<file path="config.mk">
export PLATFORM = sky130hd
export DESIGN_NAME = tbb_div_cell
export DESIGN_NICKNAME = d
export VERILOG_FILES = /design/src/rtl/tbb_div_cell.sv
export SDC_FILE = /design/constraint.sdc
export NUM_CORES = 1
export LEC_CHECK = 0
export BUFFER_PORTS_ARGS = -buffer_cell sky130_fd_sc_hd__buf_2
export CORE_MARGIN = 5
export CORE_UTILIZATION = 27
export CTS_BUF_LIST = sky130_fd_sc_hd__clkbuf_8
export DETAILED_ROUTE_END_ITERATION = 10
export GPL_ROUTABILITY_DRIVEN = 1
export PLACE_DENSITY = 0.55
export SETUP_SLACK_MARGIN = 0.5
export SLEW_MARGIN = 10
export SYNTH_ARGS = -nofsm -noshare
export SYNTH_HDL_FRONTEND = slang
export SYNTH_SLANG_ARGS = --single-unit
</file>
<file path="constraint.sdc">
create_clock -name clk_i -period 1 [get_ports clk_i]
set_clock_uncertainty 0.05 [all_clocks]
set_input_delay 0.3 -clock clk_i [delete_from_list [all_inputs] [get_ports clk_i]]
set_output_delay 0.3 -clock clk_i [all_outputs]
set_load 0.02 [all_outputs]
</file>
<file path="src/rtl/tbb_div_cell.sv">
// One restoring division step: shifts in a dividend bit and emits a quotient bit.
module tbb_div_cell #(
  parameter int RW = 18,
  parameter int NW = 40,
  parameter int PW = 42
) (
  input  logic          clk_i,
  input  logic          rst_ni,
  input  logic          en_i,
  input  logic [RW-1:0] div_i,
  input  logic          valid_i,
  input  logic [RW-1:0] rem_i,
  input  logic [NW-1:0] num_i,
  input  logic [PW-1:0] pay_i,
  output logic          valid_o,
  output logic [RW-1:0] rem_o,
  output logic [NW-1:0] num_o,
  output logic [PW-1:0] pay_o
);

  logic [RW:0]   trial;
  logic [RW:0]   diff;
  logic          ge;
  logic [RW-1:0] rem_d;
  logic [NW-1:0] num_d;
  logic          valid_q;
  logic [RW-1:0] rem_q;
  logic [NW-1:0] num_q;
  logic [PW-1:0] pay_q;

  assign trial = {rem_i, num_i[NW-1]};
  assign diff  = trial - {1'b0, div_i};
  assign ge    = trial >= {1'b0, div_i};
  assign rem_d = ge ? diff[RW-1:0] : trial[RW-1:0];
  // Dividend bits leave at the top while quotient bits enter at the bottom.
  assign num_d = {num_i[NW-2:0], ge};

  always_ff @(posedge clk_i or negedge rst_ni) begin
    if (!rst_ni) begin
      valid_q <= 1'b0;
    end else if (en_i) begin
      valid_q <= valid_i;
    end
  end

  always_ff @(posedge clk_i) begin
    if (en_i) begin
      rem_q <= rem_d;
      num_q <= num_d;
      pay_q <= pay_i;
    end
  end

  assign valid_o = valid_q;
  assign rem_o   = rem_q;
  assign num_o   = num_q;
  assign pay_o   = pay_q;

endmodule
</file>
---- Word level (Yosys, flattened, before mapping) ----
Index checks and enable logic that the tools add are counted.
storage, ports and cells
  flip-flop bits (word level) ............. 101
  latch bits .............................. 0
  RAM bits ................................ 0
  ROM bits ................................ 0
  bits of input ports ..................... 122
  memories ................................ 0
cells by class
  add/sub/neg operators ................... 1
  multiply operators ...................... 0
  divide/modulo/power cells ............... 0
  order comparisons ....................... 1
  eq/ne operators ......................... 0
  shift-type cells ........................ 0
  mux-type cells .......................... 1
  bitwise logic cells ..................... 0
  reduce and logical (&&, ||, !) cells .... 0
operator list
  cell                            count
  >= comparator 19 x 18 -> 1 bit  1
  two-way mux 18 bit              1
  subtractor 18 bit               1

---- Logic depth before layout (Yosys ltp) ----
  word-level depth ........................ 2
  gate-level depth with buffers ........... 11

---- Least setup slack after synthesis ----
No wires, ideal clock.
  path kind ............................... input to register
  from .................................... input port div_i[4]
  to ...................................... register rem_q[10] (netlist: rem_o[10]) (data pin)
  setup time .............................. 0.260 ns
  arrival ................................. 2.291 ns
  setup slack ............................. -1.601 ns
  stages on the path ...................... 10
  cell sequence ........................... inv_1 -> ha_1 -> a21o_1 -> a31oi_1 -> a211oi_2 -> nor3_2 -> o211a_1 -> buf_6 -> buf_12 -> mux2_4
between the ends
  longest elaborated chain between the ends .. 2
ends and longest elaborated chain
  element                                                                     line    text
  start: declaration                                                          10      input logic [RW-1:0] div_i,
  subtractor 18 bit / >= comparator 19 x 18 -> 1 bit (equally long branches)  32, 33
  two-way mux 18 bit *                                                        34      assign rem_d = ge ? diff[RW-1:0] : trial[RW-1:0];
  named net rem_d[10]                                                         24      logic [RW-1:0] rem_d;
  end signal: assignment                                                      48      rem_q <= rem_d;
  end: declaration                                                            27      logic [RW-1:0] rem_q;
Mark *: on every way through the listed nets, which the timed path passes. The rest lies on a longest branch.
A chain may end at the register's enable or synchronous reset.

---- Worst setup path after layout ----
  from .................................... input port num_i[39]
  to ...................................... register rem_q[14] (netlist: rem_o[14]) (data pin)
between the ends
  longest elaborated chain between the ends .. 2
ends and longest elaborated chain
  element                                                                     line    text
  start: declaration                                                          13      input logic [NW-1:0] num_i,
  subtractor 18 bit / >= comparator 19 x 18 -> 1 bit (equally long branches)  32, 33
  two-way mux 18 bit *                                                        34
  named net rem_d[14]                                                         24
Marks and branches as above.

==> key figures <==
Run status
  • Status: complete, but fails checks
  • Failing checks: setup timing

Synth
  • Syn Nets: 424
  • Syn avg cell area: 15.5 um2
  • Seq/Total Area, Yosys: between 60% and 70%
  • Netlist cell types: 51
  • Synth Instances: roughly 280
  • Mapped Area: approximately 4400 um2
  • Main synth FF type: edfxtp_1
  • Yosys warnings: 0
  • #FFs+latches synth: slightly above 100
  • EDFF count, synth: 100
  • Synth async-reset ratio: 0.990%

Floorplanning
  • Die width: roughly 140 um
  • Initial Util: 27.6%
  • Core Region: 15900 um2
  • I/O pin count: 223
  • DIE AREA: 19000 um2
  • Die Y: 138 um
  • Row count: 46

Placed design
  • Placer Congestion: around 0.83
  • I/O Buffers: 222
  • Dpl hpwl: 10.7 mm
  • Cells after DPL: 776

STA
  • RSZ-0062 raised after global routing: yes
  • Fmax: 463 MHz
  • Final setup viols: 120
  • Slew @ Worst Pin: 0.409 ns
  • Slew Viols, Final: 0
  • Final WS setup: -1.16 ns
  • Period Utilization, post-route: 216%
  • Max-slew headroom: 72.5%
  • Fin. Hold Viols: 0
  • Final min period: between 2 and 2.5 ns

Power and ir drop
  • Leakage: 3.41 nW
  • Internal: 7.83 mW
  • Seq pwr share: between 40% and 50%
  • Comb power frac: 29.5%
  • Clock power share: 22.3%
  • P_sw: 3.18 mW
  • VDD IR max: ~0.00063 V
  • Net Sw Frac: just under 30%
  • Pwr/cell area: 1420 nW/um2
  • Final Power: 11.0 mW

Clock network
  • Number of buffers created by CTS: 9
  • Num Clock Sinks: 101
  • Depth of the CTS H-tree: 3
  • TritonCTS clock tree: yes
  • Worst-path clk slew: 0.11 ns
  • Clk buf depth: 2
  • Root Driver: clkbuf_8
  • Clk_lat worst skew: 0.36 ns

Route
  • Post-route ant nets: 0
  • Vias/cell: between 4 and 5
  • Initial DRC count: 136
  • Routed WL: around 14 mm
  • Via total after detailed routing: 3553
  • Drt first pass iters: 4
  • Avg WL per Cell: 17.7 um
  • DRC viols: 0

Cells and area
  • Most frequent cells in the layout: 133 x buf_2, 100 x edfxtp_1, 91 x buf_6
  • P&R area growth vs syn: 75.8%
  • Fillers: 1362
  • Seq. cell area: 3030 um2
  • Non-Filler Instances: around 820
  • Layout cells sized above 1: 62.1%
  • Layout Nets: 738
  • Area of the multi-input gates: 1370 um2
  • Commonest non-fill, non-tap cell in the layout: buf_2

Critical path
  • Arrival time worst endpoint: 2.23 ns
  • Critical path required time: 1.07 ns
  • CP cell instances: buf_8 -> clkinv_8 -> ha_4 -> inv_2 -> fa_2 -> a21o_1 -> a221oi_2 -> buf_4 -> o211ai_1 -> a31oi_1 -> xnor2_1 -> mux2_4
  • Critical path's largest stage delay: 0.37 ns
  • Setup CP Type: in -> reg
  • Worst-path fanout max: 3
  • Crit-path slowest cell: fa_2
  • Worst Setup Start Kind: primary input
  • Crit. End Element: flip-flop

GRT
  • Vias in the first global route: 3738
  • GR Overflow Total: 0
  • Initial antenna violation count: 1
  • First-pass GRT wire length: 20.1 mm
  • GR Util All Layers: 14.1%
  • Largest net degree at the start of global routing: 20

Job
  • Max cap viols: 0

Min path
  • Hold Path Class: in -> reg
stage by stage:
step	cell area (um2)	hold slack [ns]	util [%]	TNS, ns	setup slack [ns]
6_report	7740	0.0466	48.5	-45.75	-1.16
2_1_floorplan	4550	-0.0456	-	-24.86	-1.40
3_5_place_dp	6350	0.0280	39.8	-36.15	-1.62
4_1_cts	7350	0.0237	46.1	-48.14	-1.17
5_1_grt	7740	0.0129	48.5	-52.63	-1.21
3_3_place_gp	6350	0.0251	39.8	-35.50	-1.59
cells in the mapped netlist (all sizes together), types with 4 or more instances:
| cell type | instances | share of area (%) |
|---|---|---|
| a211oi | 4 | 0.80 |
| a21o | 6 | 1.1 |
| a21oi | 9 | 1.0 |
| a31oi | 4 | 0.57 |
| buf | 5 | 1.4 |
| edfxtp | 100 | 68 |
| ha | 18 | 5.1 |
| inv | 23 | 2.0 |
| mux2 | 17 | 4.9 |
| nand2 | 16 | 1.4 |
| nand3 | 6 | 0.68 |
| nor2 | 14 | 1.2 |
| nor3 | 5 | 0.68 |
| o21ai | 7 | 0.80 |
| xnor2 | 7 | 1.4 |
path summary, 6_finish.rpt:
path / slack (ns) / to / from / cells after the start
min reg2reg: 0.49 / valid_o / valid_o / 1
max: -1.16 / rem_o[14] / num_i[39] / 12
max in group asynchronous: 0.60 / valid_o / rst_ni / 2
min in group asynchronous: 0.20 / valid_o / rst_ni / 2
min: 0.05 / num_o[9] / num_i[8] / 1
max reg2reg: 0.17 / valid_o / valid_o / 1
power by group through the flow:
stage / Combinational [mW] / Clock (mW) / Sequential (mW)
after CTS: 3.06 / 2.55 / 5.27
after global placement: 2.54 / 0 / 5.31
after global routing: 3.47 / 2.72 / 5.35
final: 3.25 / 2.46 / 5.31
after floorplan: 0.882 / 0 / 5.83
after detailed placement: 2.56 / 0 / 5.32
state kept, by name, summed over array words and instances (netlist names):
name / count
num_o: 40
valid_o: 1
rem_o: 18
pay_o: 42
worst max-delay path, delay by kind of cell:
family / cells / cell delay [ns]
fa+ha+maj: 2 / 0.49
compound gates: 4 / 0.73
xor+xnor: 1 / 0.09
buf+inv: 4 / 0.35
mux: 1 / 0.27
cell type report:
| class | count | area share [%] |
|---|---|---|
| Sequential cell | 101 | 39.2 |
| Timing Repair Buffer | 309 | 35.7 |
| Multi-Input combinational cell | 153 | 17.7 |
| Tap cell | 216 | 3.49 |
| Clock buffer | 9 | 1.60 |
| Inverter | 23 | 1.50 |
| Clock inverter | 7 | 0.776 |
| Antenna cell | 1 | 0.0323 |
logic make-up after synthesis:
| kind of cell | after synthesis | share of synthesized area [%] |
|---|---|---|
| compound gates | 48 | 8.02 |
| xor+xnor | 10 | 1.99 |
| fa+ha+maj | 19 | 5.57 |
| buf+inv | 29 | 3.44 |
| flops | 101 | 68.8 |
| mux | 20 | 5.54 |
| simple gates | 56 | 6.63 |
metal layers:
metal / global-route usage (%) / up-vias / wire length, um
met3: 4.46 / 15 / 1330
met2: 26.9 / 144 / 7710
met4: 4.60 / 0 / 244
met5: 0 / - / 0
li1: - / 1712 / -
met1: 14.5 / 1682 / 5220
what timing repair did:
action                     4_1_cts  5_1_grt
hold endpoints to repair         1        0
setup endpoints to repair      221      199
hold buffers                     1        0
setup buffers                    8        4
pin swaps                       10        2
gates cloned                    12        1
gates resized for setup        125       93
(Power assumes the default switching activity.)
